### config.mk
export PLATFORM = sky130hd
export DESIGN_NAME = length_prefixed_message_deframer
export DESIGN_NICKNAME = d
export VERILOG_FILES = /design/src/hw/rtl/lpd_pkg.sv /design/src/hw/rtl/lpd_out_buf.sv /design/src/hw/rtl/length_prefixed_message_deframer.sv
export SDC_FILE = /design/constraint.sdc
export NUM_CORES = 1
export LEC_CHECK = 0
export BUFFER_PORTS_ARGS = -buffer_cell sky130_fd_sc_hd__buf_2
export CAP_MARGIN = 25
export CORE_MARGIN = 2
export CORE_UTILIZATION = 55
export CTS_BUF_LIST = sky130_fd_sc_hd__clkbuf_4 sky130_fd_sc_hd__clkbuf_8
export CTS_CLUSTER_SIZE = 10
export DETAILED_ROUTE_END_ITERATION = 8
export GPL_ROUTABILITY_DRIVEN = 0
export PLACE_DENSITY = 0.87
export SYNTH_ARGS = -nofsm -noshare
export SYNTH_HDL_FRONTEND = slang
export SYNTH_HIERARCHICAL = 1
export SYNTH_SLANG_ARGS = --single-unit
### constraint.sdc
create_clock -name i_clk -period 7.2 [get_ports i_clk]
set_input_delay 0.72 -clock i_clk [delete_from_list [all_inputs] [get_ports i_clk]]
set_output_delay 0.72 -clock i_clk [all_outputs]
set_load 0.01 [all_outputs]
### src/hw/rtl/lpd_pkg.sv
package lpd_pkg;

    // Header layout: 4-byte little-endian total length, 4-byte big-endian id
    localparam int unsigned HDR_BYTES = 8;
    localparam int unsigned HDR_CNT_W = 3;

    localparam int unsigned ID_W  = 32;
    localparam int unsigned LEN_W = 31;

    // Configuration register indexes
    localparam logic [1:0] CFG_COMPRESS_EN   = 2'd0;
    localparam logic [1:0] CFG_COMPRESS_MASK = 2'd1;
    localparam logic [1:0] CFG_MAX_LEN       = 2'd2;

    typedef enum logic [1:0] {
        KIND_PAYLOAD = 2'd0,
        KIND_EMPTY   = 2'd1,
        KIND_LEN_ERR = 2'd2
    } t_kind;

    typedef struct packed {
        t_kind             kind;
        logic [ID_W-1:0]   id;
        logic [7:0]        data;
        logic [LEN_W-1:0]  len;
        logic              last;
    } t_result;

endpackage

### src/hw/rtl/lpd_out_buf.sv
// Two-entry result buffer; keeps the processing stage moving while the
// receiver stalls, until both entries are full.
module lpd_out_buf import lpd_pkg::*; (
    input  logic    i_clk,
    input  logic    i_rst_n,
    input  logic    i_push,
    input  t_result i_data,
    output logic    o_space,
    output logic    o_valid,
    input  logic    i_ready,
    output t_result o_data
);

    t_result    r_mem [2];
    logic       r_wptr;
    logic       r_rptr;
    logic [1:0] r_count;

    logic       pop;
    logic [1:0] n_count;

    assign o_valid = (r_count != 2'd0);
    assign pop     = o_valid && i_ready;
    assign o_space = (r_count != 2'd2) || pop;
    assign o_data  = r_mem[r_rptr];

    always_comb begin
        n_count = r_count;
        if (i_push && !pop) begin
            n_count = r_count + 2'd1;
        end else if (!i_push && pop) begin
            n_count = r_count - 2'd1;
        end
    end

    always_ff @(posedge i_clk) begin
        if (!i_rst_n) begin
            r_wptr  <= 1'b0;
            r_rptr  <= 1'b0;
            r_count <= 2'd0;
        end else begin
            r_count <= n_count;
            if (i_push) begin
                r_wptr <= ~r_wptr;
            end
            if (pop) begin
                r_rptr <= ~r_rptr;
            end
        end
    end

    always_ff @(posedge i_clk) begin
        if (i_push) begin
            r_mem[r_wptr] <= i_data;
        end
    end

    a_no_overflow: assert property (@(posedge i_clk) disable iff (!i_rst_n)
        (i_push && r_count == 2'd2) |-> pop)
        else $error("push into full result buffer");

    a_count_range: assert property (@(posedge i_clk) disable iff (!i_rst_n)
        r_count != 2'd3)
        else $error("result buffer count out of range");

    a_ptr_count: assert property (@(posedge i_clk) disable iff (!i_rst_n)
        (r_count == 2'd1) |-> (r_wptr != r_rptr))
        else $error("result buffer pointers disagree with count");

endmodule

### src/hw/rtl/length_prefixed_message_deframer.sv
// Length-prefixed message deframer.
//
// Input channel (i_valid / o_ready / i_in_byte) carries the received stream,
// one byte per word. Each message starts with an 8-byte header: a 32-bit
// little-endian total length (header included), then a 32-bit big-endian id.
// Output channel (o_valid / i_ready) gives one word per payload byte with the
// message id and payload length; the final byte has o_last_of_message set.
// A zero-length message gives a single KIND_EMPTY word. A length that is
// negative or above max_payload_length gives one KIND_LEN_ERR word and the
// block then swallows every further byte until reset.
//
// Timing: one byte per clock sustained while the result buffer has space.
// A byte lands in the input register at acceptance and is decoded into a
// two-entry result buffer once it has space; o_valid comes from that buffer.
// When the receiver stalls the buffer absorbs up to two results; after that
// the input register holds and o_ready drops until a word is taken.
// Reset (synchronous, active low) restarts header collection, clears the
// halt and restores the register defaults: compression off, mask 0x80000000,
// max payload length 8192. Config writes are taken at any edge with i_cfg_we.
module length_prefixed_message_deframer import lpd_pkg::*; (
    input  logic              i_clk,
    input  logic              i_rst_n,
    // config write port
    input  logic              i_cfg_we,
    input  logic [1:0]        i_cfg_index,
    input  logic [31:0]       i_cfg_wdata,
    // byte stream in
    input  logic              i_valid,
    output logic              o_ready,
    input  logic [7:0]        i_in_byte,
    // results out
    output logic              o_valid,
    input  logic              i_ready,
    output logic [1:0]        o_result_kind,
    output logic [ID_W-1:0]   o_message_id,
    output logic [7:0]        o_payload_byte,
    output logic [LEN_W-1:0]  o_message_length,
    output logic              o_last_of_message
);

    typedef enum logic [2:0] {
        PH_HDR  = 3'b001,
        PH_PAY  = 3'b010,
        PH_HALT = 3'b100
    } t_phase;

    // config registers
    logic             r_comp_en;
    logic [31:0]      r_comp_mask;
    logic [LEN_W-1:0] r_max_len;

    // input register
    logic             r_in_valid;
    logic [7:0]       r_in_byte;

    // framing state
    t_phase               r_phase,   n_phase;
    logic [HDR_CNT_W-1:0] r_hdr_cnt, n_hdr_cnt;
    logic [55:0]          r_hdr,     n_hdr;      // header bytes 0..6, byte 0 lowest
    logic [ID_W-1:0]      r_id,      n_id;
    logic [LEN_W-1:0]     r_len,     n_len;
    logic [LEN_W-1:0]     r_remain,  n_remain;

    // decode stage
    logic        go;
    logic        buf_space;
    logic        res_push;
    t_result     res;
    t_result     out_word;

    logic [31:0]     hdr_total;
    logic [ID_W-1:0] hdr_id;
    logic [31:0]     pay_len;
    logic            len_bad;

    assign go      = r_in_valid && buf_space;
    assign o_ready = !r_in_valid || buf_space;

    // Header fields as they stand when the eighth byte is in r_in_byte
    assign hdr_total = r_hdr[31:0];
    assign hdr_id    = {r_hdr[39:32], r_hdr[47:40], r_hdr[55:48], r_in_byte};

    always_comb begin
        pay_len = hdr_total - 32'(HDR_BYTES);
        if (r_comp_en) begin
            pay_len = pay_len & ~r_comp_mask;
        end
    end

    // negative as signed 32, or above the limit
    assign len_bad = pay_len[31] || (pay_len[LEN_W-1:0] > r_max_len);

    always_comb begin
        n_phase   = r_phase;
        n_hdr_cnt = r_hdr_cnt;
        n_hdr     = r_hdr;
        n_id      = r_id;
        n_len     = r_len;
        n_remain  = r_remain;
        res_push  = 1'b0;
        res.kind  = KIND_PAYLOAD;
        res.id    = r_id;
        res.data  = r_in_byte;
        res.len   = r_len;
        res.last  = 1'b0;

        if (go) begin
            unique case (r_phase)
                PH_HDR: begin
                    if (r_hdr_cnt != HDR_CNT_W'(HDR_BYTES - 1)) begin
                        n_hdr     = {r_in_byte, r_hdr[55:8]};
                        n_hdr_cnt = r_hdr_cnt + HDR_CNT_W'(1);
                    end else begin
                        n_hdr_cnt = '0;
                        n_id      = hdr_id;
                        n_len     = pay_len[LEN_W-1:0];
                        res.id    = hdr_id;
                        res.data  = 8'd0;
                        res.len   = pay_len[LEN_W-1:0];
                        if (len_bad) begin
                            n_phase  = PH_HALT;
                            n_remain = '0;
                            res_push = 1'b1;
                            res.kind = KIND_LEN_ERR;
                        end else if (pay_len == 32'd0) begin
                            n_remain = '0;
                            res_push = 1'b1;
                            res.kind = KIND_EMPTY;
                            res.last = 1'b1;
                        end else begin
                            n_remain = pay_len[LEN_W-1:0];
                            n_phase  = PH_PAY;
                        end
                    end
                end
                PH_PAY: begin
                    res_push = 1'b1;
                    res.last = (r_remain <= LEN_W'(1));
                    if (res.last) begin
                        n_remain = '0;
                        n_phase  = PH_HDR;
                    end else begin
                        n_remain = r_remain - LEN_W'(1);
                    end
                end
                default: begin
                    // halted: byte is consumed and dropped
                end
            endcase
        end
    end

    always_ff @(posedge i_clk) begin
        if (!i_rst_n) begin
            r_comp_en   <= 1'b0;
            r_comp_mask <= 32'h8000_0000;
            r_max_len   <= LEN_W'(8192);
        end else if (i_cfg_we) begin
            unique case (i_cfg_index)
                CFG_COMPRESS_EN:   r_comp_en   <= i_cfg_wdata[0];
                CFG_COMPRESS_MASK: r_comp_mask <= i_cfg_wdata;
                CFG_MAX_LEN:       r_max_len   <= i_cfg_wdata[LEN_W-1:0];
                default: ;
            endcase
        end
    end

    always_ff @(posedge i_clk) begin
        if (!i_rst_n) begin
            r_in_valid <= 1'b0;
            r_phase    <= PH_HDR;
            r_hdr_cnt  <= '0;
            r_id       <= '0;
            r_len      <= '0;
            r_remain   <= '0;
        end else begin
            if (o_ready) begin
                r_in_valid <= i_valid;
            end
            r_phase   <= n_phase;
            r_hdr_cnt <= n_hdr_cnt;
            r_id      <= n_id;
            r_len     <= n_len;
            r_remain  <= n_remain;
        end
    end

    always_ff @(posedge i_clk) begin
        if (i_valid && o_ready) begin
            r_in_byte <= i_in_byte;
        end
        r_hdr <= n_hdr;
    end

    lpd_out_buf u_out_buf (
        .i_clk   (i_clk),
        .i_rst_n (i_rst_n),
        .i_push  (res_push),
        .i_data  (res),
        .o_space (buf_space),
        .o_valid (o_valid),
        .i_ready (i_ready),
        .o_data  (out_word)
    );

    assign o_result_kind     = out_word.kind;
    assign o_message_id      = out_word.id;
    assign o_payload_byte    = out_word.data;
    assign o_message_length  = out_word.len;
    assign o_last_of_message = out_word.last;

    a_halt_sticky: assert property (@(posedge i_clk) disable iff (!i_rst_n)
        (r_phase == PH_HALT) |=> (r_phase == PH_HALT))
        else $error("left halt without reset");

    a_pay_remain: assert property (@(posedge i_clk) disable iff (!i_rst_n)
        (r_phase == PH_PAY) |-> (r_remain != '0))
        else $error("payload phase with nothing remaining");

    a_hdr_cnt_idle: assert property (@(posedge i_clk) disable iff (!i_rst_n)
        (r_phase != PH_HDR) |-> (r_hdr_cnt == '0))
        else $error("header count nonzero outside header phase");

endmodule
**Word level (Yosys, flattened, before mapping)**

Memories as Yosys holds them, arrays and structs flattened. A register that Yosys moved wholly into a read port is not among the register bits.
Index checks and enable logic that the tools add are counted.

- Add/subtract/negate cells: 5
- Multiply operators: 0
- Divide/modulo/power cells: 0
- $lt $le $gt $ge: 2
- Equal/unequal tests: 9
- Shift-type cells: 0
- Multiplexer cells: 30
- Bitwise operators: 5
- Reductions and logical operators: 24

Operators with widths:

| cell | number |
|---|---|
| $mux 74 | 2 |
| $mux 31 | 4 |
| $mux 73 | 1 |
| $pmux 31 s2 | 1 |
| $and 32x32->32 | 1 |
| $logic_not 32->1 | 1 |
| $mux 32 | 1 |
| $not 32->32 | 1 |
| $sub 32x4->32 const B | 1 |
| $gt 31x31->1 | 1 |
| $le 31x1->1 const B | 1 |
| $sub 31x1->31 const B | 1 |
| $mux 3 | 5 |
| $mux 1 | 10 |
| $reduce_and 3->1 | 3 |
| $reduce_and 2->1 | 4 |
| $mux 2 | 3 |
| $ne 2x2->1 const B | 3 |
| $ne 3x3->1 const B | 2 |
| $pmux 3 s2 | 1 |
| $reduce_bool 2->1 | 3 |
| $logic_and 1x1->1 | 5 |
| $reduce_and 5->1 | 1 |
| $pmux 1 s2 | 2 |
| 11 further kinds | 17 |

- Flip-flop bits (word level): 233
- Bits in latches: 0
- Memory bits (writable): 148
- Bits in read-only memories: 0
- Input bits: 47
- Output and inout port bits: 76
- Logic and storage cells: 90
- Memories: 1

Memories:

| memory | words | bits a word | read ports | clocked after memory_dff | write ports | line | source |
|---|---|---|---|---|---|---|---|
| u_out_buf.r_mem | 2 | 74 | 1 | 1 | 1 | lpd_out_buf.sv:14 | `t_result r_mem [2];` |

**Depth between registers and ports, before layout**

- Word-level depth: 13
- Depth in mapped cells: 20
- Gate-level depth less buffers: 18

**Cells and area by module**

Netlist, hierarchy kept.

By module, submodules not included:

| module | instances | cells an instance | area each (sq um) | seq. area each (sq um) |
|---|---|---|---|---|
| length_prefixed_message_deframer | 1 | 1251 | 10846.7 | 5225.0 |
| lpd_out_buf | 1 | 253 | 5554.1 | 4544.4 |

**Worst setup path before layout**

OpenSTA, ideal clock, no wires.

- Kind: register -> register
- Start point: register r_hdr[3]
- End point: memory u_out_buf/r_mem[0][0] in the netlist's numbering (enable)
- Setup time: 516 ps
- Arrival: 7172 ps
- Required time: 6684 ps
- Slack: -488 ps
- Stages on the path, launching flop included: 17
- Path buffers: 2
- Clock period less this slack: 7688 ps
- Cells stage by stage: edfxtp_1 inv_1 ha_1 or4b_1 buf_2 or4_4 buf_6 or4_1 a22oi_1 ha_1 nand4_1 nor4_1 o31ai_1 nand4b_1 a21oi_1 a31oi_2 nor2b_1

- Word-level cells in the longest chain between the ends: 11
- Elaborated cells between the ends (all ways): 13
- Classes of those cells: add/sub (1); order compare (1); mux (8); bitwise (1); reduce/logical (2)

RTL lines:

| element | line | source |
|---|---|---|
| from (decl) | length_prefixed_message_deframer.sv:59 | `logic [55:0] r_hdr, n_hdr;` |
| from (signal assigned) | length_prefixed_message_deframer.sv:192 | `r_hdr <= n_hdr;` |
| $sub 32x4->32 * | length_prefixed_message_deframer.sv:84 | `pay_len = hdr_total - 32'(HDR_BYTES);` |
| $and 32x32->32 | length_prefixed_message_deframer.sv:86 | `pay_len = pay_len & ~r_comp_mask;` |
| $mux 32 * | length_prefixed_message_deframer.sv:85 | `if (r_comp_en) begin` |
| net pay_len[21] | length_prefixed_message_deframer.sv:73 | `logic [31:0] pay_len;` |
| $gt 31x31->1 / $logic_not 32->1 (equally long branches) | length_prefixed_message_deframer.sv:91, length_prefixed_message_deframer.sv:125 |  |
| $logic_or 1x1->1 / $mux 1 (equally long branches) | length_prefixed_message_deframer.sv:91, length_prefixed_message_deframer.sv:125 |  |
| $mux 1 * | length_prefixed_message_deframer.sv:120 | `if (len_bad) begin` |
| $mux 1 * | length_prefixed_message_deframer.sv:110 | `if (r_hdr_cnt != HDR_CNT_W'(HDR_BYTES - 1)) begin` |
| $pmux 1 s2 * | length_prefixed_message_deframer.sv:108 | `unique case (r_phase)` |
| $mux 1 * | length_prefixed_message_deframer.sv:107 | `if (go) begin` |
| net res_push | length_prefixed_message_deframer.sv:67 | `logic res_push;` |
| $mux 1 * | lpd_out_buf.sv:53 | `if (i_push) begin` |
| $mux 1 (not written as such) * | lpd_out_buf.sv:54 | `r_mem[r_wptr] <= i_data;` |
| to (decl) | lpd_out_buf.sv:14 |  |

Mark *: on every way through the listed nets, which the timed path passes. The rest lies on a longest branch.

**Worst setup path after layout**

- Start point: register r_hdr[3]
- End point: memory u_out_buf/r_mem[0][60] in the netlist's numbering (enable)

Same word-level chain as after synthesis.

==> impl_metrics.env <==
export IMPL_outcome="finished, final reports clean"
export IMPL_worst_r2r_endpoint="u_out_buf/r_mem[0][60]"
export IMPL_setup_viol=0
export IMPL_netlist_top_cells_area="edfxtp_1, dfxtp_1, nand2_1, mux2_2, a21boi_0"
export IMPL_routed_wirelength_um=38600
export IMPL_cts_root_buf="clkbuf_8"
export IMPL_coreArea_um2=29500
export IMPL_drt_pass1_iter_count=5
export IMPL_critical_path_max_stage_delay_ns=0.69
export IMPL_dieArea_um2=31200
export IMPL_hold_class="in2reg"
export IMPL_grt_usage=0.249
export IMPL_holdWs_ns=0.286
export IMPL_yosys_area_top_type="edfxtp_1"
export IMPL_initial_utilization=0.556
export IMPL_worst_path_max_delay_cell="or4_4"
export IMPL_multiInputGateArea_um2=6180
export IMPL_die_x_um=177
export IMPL_powerDensity_nw_per_um2=234
export IMPL_cts_max_level=2
export IMPL_syn_num_nets=1588
export IMPL_grt_max_degree=110
export IMPL_cts_resized=0
export IMPL_vias=12037
export IMPL_first_iter_violations=1144
export IMPL_fillers=2249
export IMPL_finalCriticalPeriod_ns=5.79
export IMPL_setup_tns_ns=0
export IMPL_seq_area_frac_synth=0.596
export IMPL_place_port_buffers=122
export IMPL_synth_seq_cells=382
export IMPL_min_delay_start="i_in_byte[1]"
export IMPL_ys_warn_count=6
export IMPL_grt_overflow=0
export IMPL_crit_chain="inv_1, ha_1, or4b_1, or4_4, or4_1, a22oi_1, ha_1, a21oi_1, nand2_1, a221o_1, mux2_2, a21oi_1, a31oi_2, nor2b_4, buf_4, buf_16"
export IMPL_wl_per_cell_um=18.7
export IMPL_synth_top_area_frac=0.388
export IMPL_cts_max_path_buffers=3
export IMPL_slew_headroom=0.326
export IMPL_fmax_mhz=173
export IMPL_grt_pass1_vias=11751
export IMPL_synth_fa_ha_area_frac=0.0282
export IMPL_startpoint="r_hdr[3]"
export IMPL_cp_end_kind="flop"
export IMPL_tritoncts="yes"
export IMPL_cp_start_kind="flop"
export IMPL_synth_xor_area_frac=0.0171
export IMPL_timing_rr_start="r_hdr[3]"
export IMPL_hold_depth=1
export IMPL_ant_nets=0
export IMPL_async_flop_share=0
export IMPL_slew_viol_final=0
export IMPL_seq_area_um2=9770
export IMPL_cts_setup_buffers=0
export IMPL_pin_count=123
export IMPL_synth_top_family_by_area="simple AND/OR/NAND/NOR gates"
export IMPL_cts_sinks=382
export IMPL_worst_pin_slew_ns=1.01
export IMPL_insertion_delay_ns=0.61
export IMPL_cap_violations=0
export IMPL_reg2reg_depth=16
export IMPL_worstPathArrival_ns=6.12
export IMPL_clk_pin_slew_worst_paths_ns=0.07
export IMPL_ctsHoldBuffers=0
export IMPL_route_detailed_drc=0
export IMPL_leakage_nw=6.62
export IMPL_r2r_slack_ns=1.41
export IMPL_synthCells=1504
export IMPL_area_growth_pct=13.9
export IMPL_rows=63
export IMPL_cts_buffers=58
export IMPL_fin_nets=1707
export IMPL_netlist_area_um2=16400
export IMPL_dieHeight_um=177
export IMPL_layout_drive_gt1_share=0.208
export IMPL_grt_pass1_wl_um=61000
export IMPL_crit_type="reg2reg"
export IMPL_syn_area_per_cell_um2=10.9
export IMPL_synthSimpleGateAreaFrac=0.170
export IMPL_whs_endpoint="r_in_byte[1]"
export IMPL_synth_mux_area_frac=0.0576
export IMPL_dp_hpwl_um=24700
export IMPL_finalClockSkew_ns=0.0165
export IMPL_antenna_found_initial=0
export IMPL_vias_per_cell=5.84
export IMPL_synth_edf_count=212
export IMPL_crit_required_ns=7.53
export IMPL_finalCritPeriodShare=0.804
export IMPL_ys_flop_type="edfxtp_1"
export IMPL_ir_drop_mv=0.169
export IMPL_n_antenna_cell=0
export IMPL_synth_cell_type_count=65
export IMPL_final_hold_viol_count=0
export IMPL_cp_max_fo=46
export IMPL_synth_compound_area_frac=0.102
export IMPL_rsz0062_at_grt="false"
sequential cells by signal, summed over array words and instances (netlist names), named ones only:
name and flops:
u_out_buf/r_mem 148, r_hdr 56, r_comp_mask 32, r_id 32
r_len 31, r_max_len 31, r_remain 31, r_in_byte 8
r_hdr_cnt 3, r_phase 3, u_out_buf/r_count 2, r_comp_en 1
r_in_valid 1, u_out_buf/r_rptr 1, u_out_buf/r_wptr 1
worst max path at each step:
stage / to / slack [ns] / cells past startpoint
3_5_place_dp: u_out_buf/r_mem[0][8] / 1.42 / 15
4_1_cts: u_out_buf/r_mem[0][8] / 1.41 / 15
6_report: u_out_buf/r_mem[0][60] / 1.41 / 16
5_1_grt: u_out_buf/r_mem[0][60] / 1.13 / 16
2_1_floorplan: u_out_buf/r_mem[0][0] / 0.94 / 16
3_3_place_gp: u_out_buf/r_wptr / 1.64 / 16
per-stage QoR:
stage / power [mW] / utilization / std cells / area, µm² / setup slack (ns)
4_1_cts: 4.40 / 0.631 / 2058 / 18600 / 1.41
6_report: 4.37 / 0.634 / 2061 / 18700 / 1.41
5_1_grt: 4.51 / 0.634 / 2061 / 18700 / 1.13
2_1_floorplan: 2.42 / - / 1504 / 16400 / 0.936
3_3_place_gp: 2.46 / 0.587 / 1950 / 17300 / 1.64
3_5_place_dp: 2.46 / 0.587 / 1950 / 17300 / 1.42
critical path: cells and delay by family (launching register included):
kind / cells / cell delay [ns]
and+or+nand+nor: 5 / 2.04
AOI/OAI and AO/OA: 5 / 1.45
buffers and inverters: 3 / 0.64
adders and majority gates: 2 / 0.55
DFF: 1 / 0.50
muxes: 1 / 0.28
routing by layer:
| metal | vias to the layer above | GRT usage | share of wire |
|---|---|---|---|
| met1 | 5789 | 0.302 | 0.38 |
| met3 | 151 | 0.0511 | 0.074 |
| met4 | 0 | 0.132 | 0.051 |
| li1 | 5540 | - | - |
| met2 | 557 | 0.420 | 0.50 |
| met5 | - | 0 | 0 |
synth_stat cells, drive strengths merged (15+ instances only):
library cell / n
xnor2: 22
or4: 19
a21boi: 68
a21oi: 56
nor2: 60
nor3: 26
o21ai: 74
dfxtp: 170
clkbuf: 58
edfxtp: 212
buf: 20
ha: 37
mux2: 83
or3: 15
and2: 79
nand2: 330
nor4: 22
inv: 41
report_power, final:
| group | switching (mW) | internal [mW] |
|---|---|---|
| Combinational | 0.0631 | 0.0343 |
| Sequential | 0.0135 | 2.30 |
| Clock | 0.851 | 1.10 |
| Total | 0.928 | 3.44 |
cells in the final DEF, fill, tap and decap left out, types with 58 or more instances in the layout:
master      n
mux2_2     83
edfxtp_1  212
clkbuf_8   70
nand2_1   329
o21ai_0    71
buf_2     121
nor2_1     58
dfxtp_1   169
a21boi_0   67
and2_1     77
area by class of cell:
class	instances	share of cell area
clock buffer	83	0.0568
tap	390	0.0261
multi-input combinational	1003	0.331
sequential	382	0.523
clock inverter	25	0.0133
timing repair buffer	137	0.0420
inverter	41	0.00824
cells by family (layout without fill, tap and decap cells):
kind of cell	after synthesis	in the layout
and+or+nand+nor	596	596
DFF	382	382
AOI/OAI and AO/OA	254	254
buffers and inverters	119	286
muxes	84	84
adders and majority gates	37	37
xor gates and xnor gates	32	32
Power figures use the tool's default switching activity.
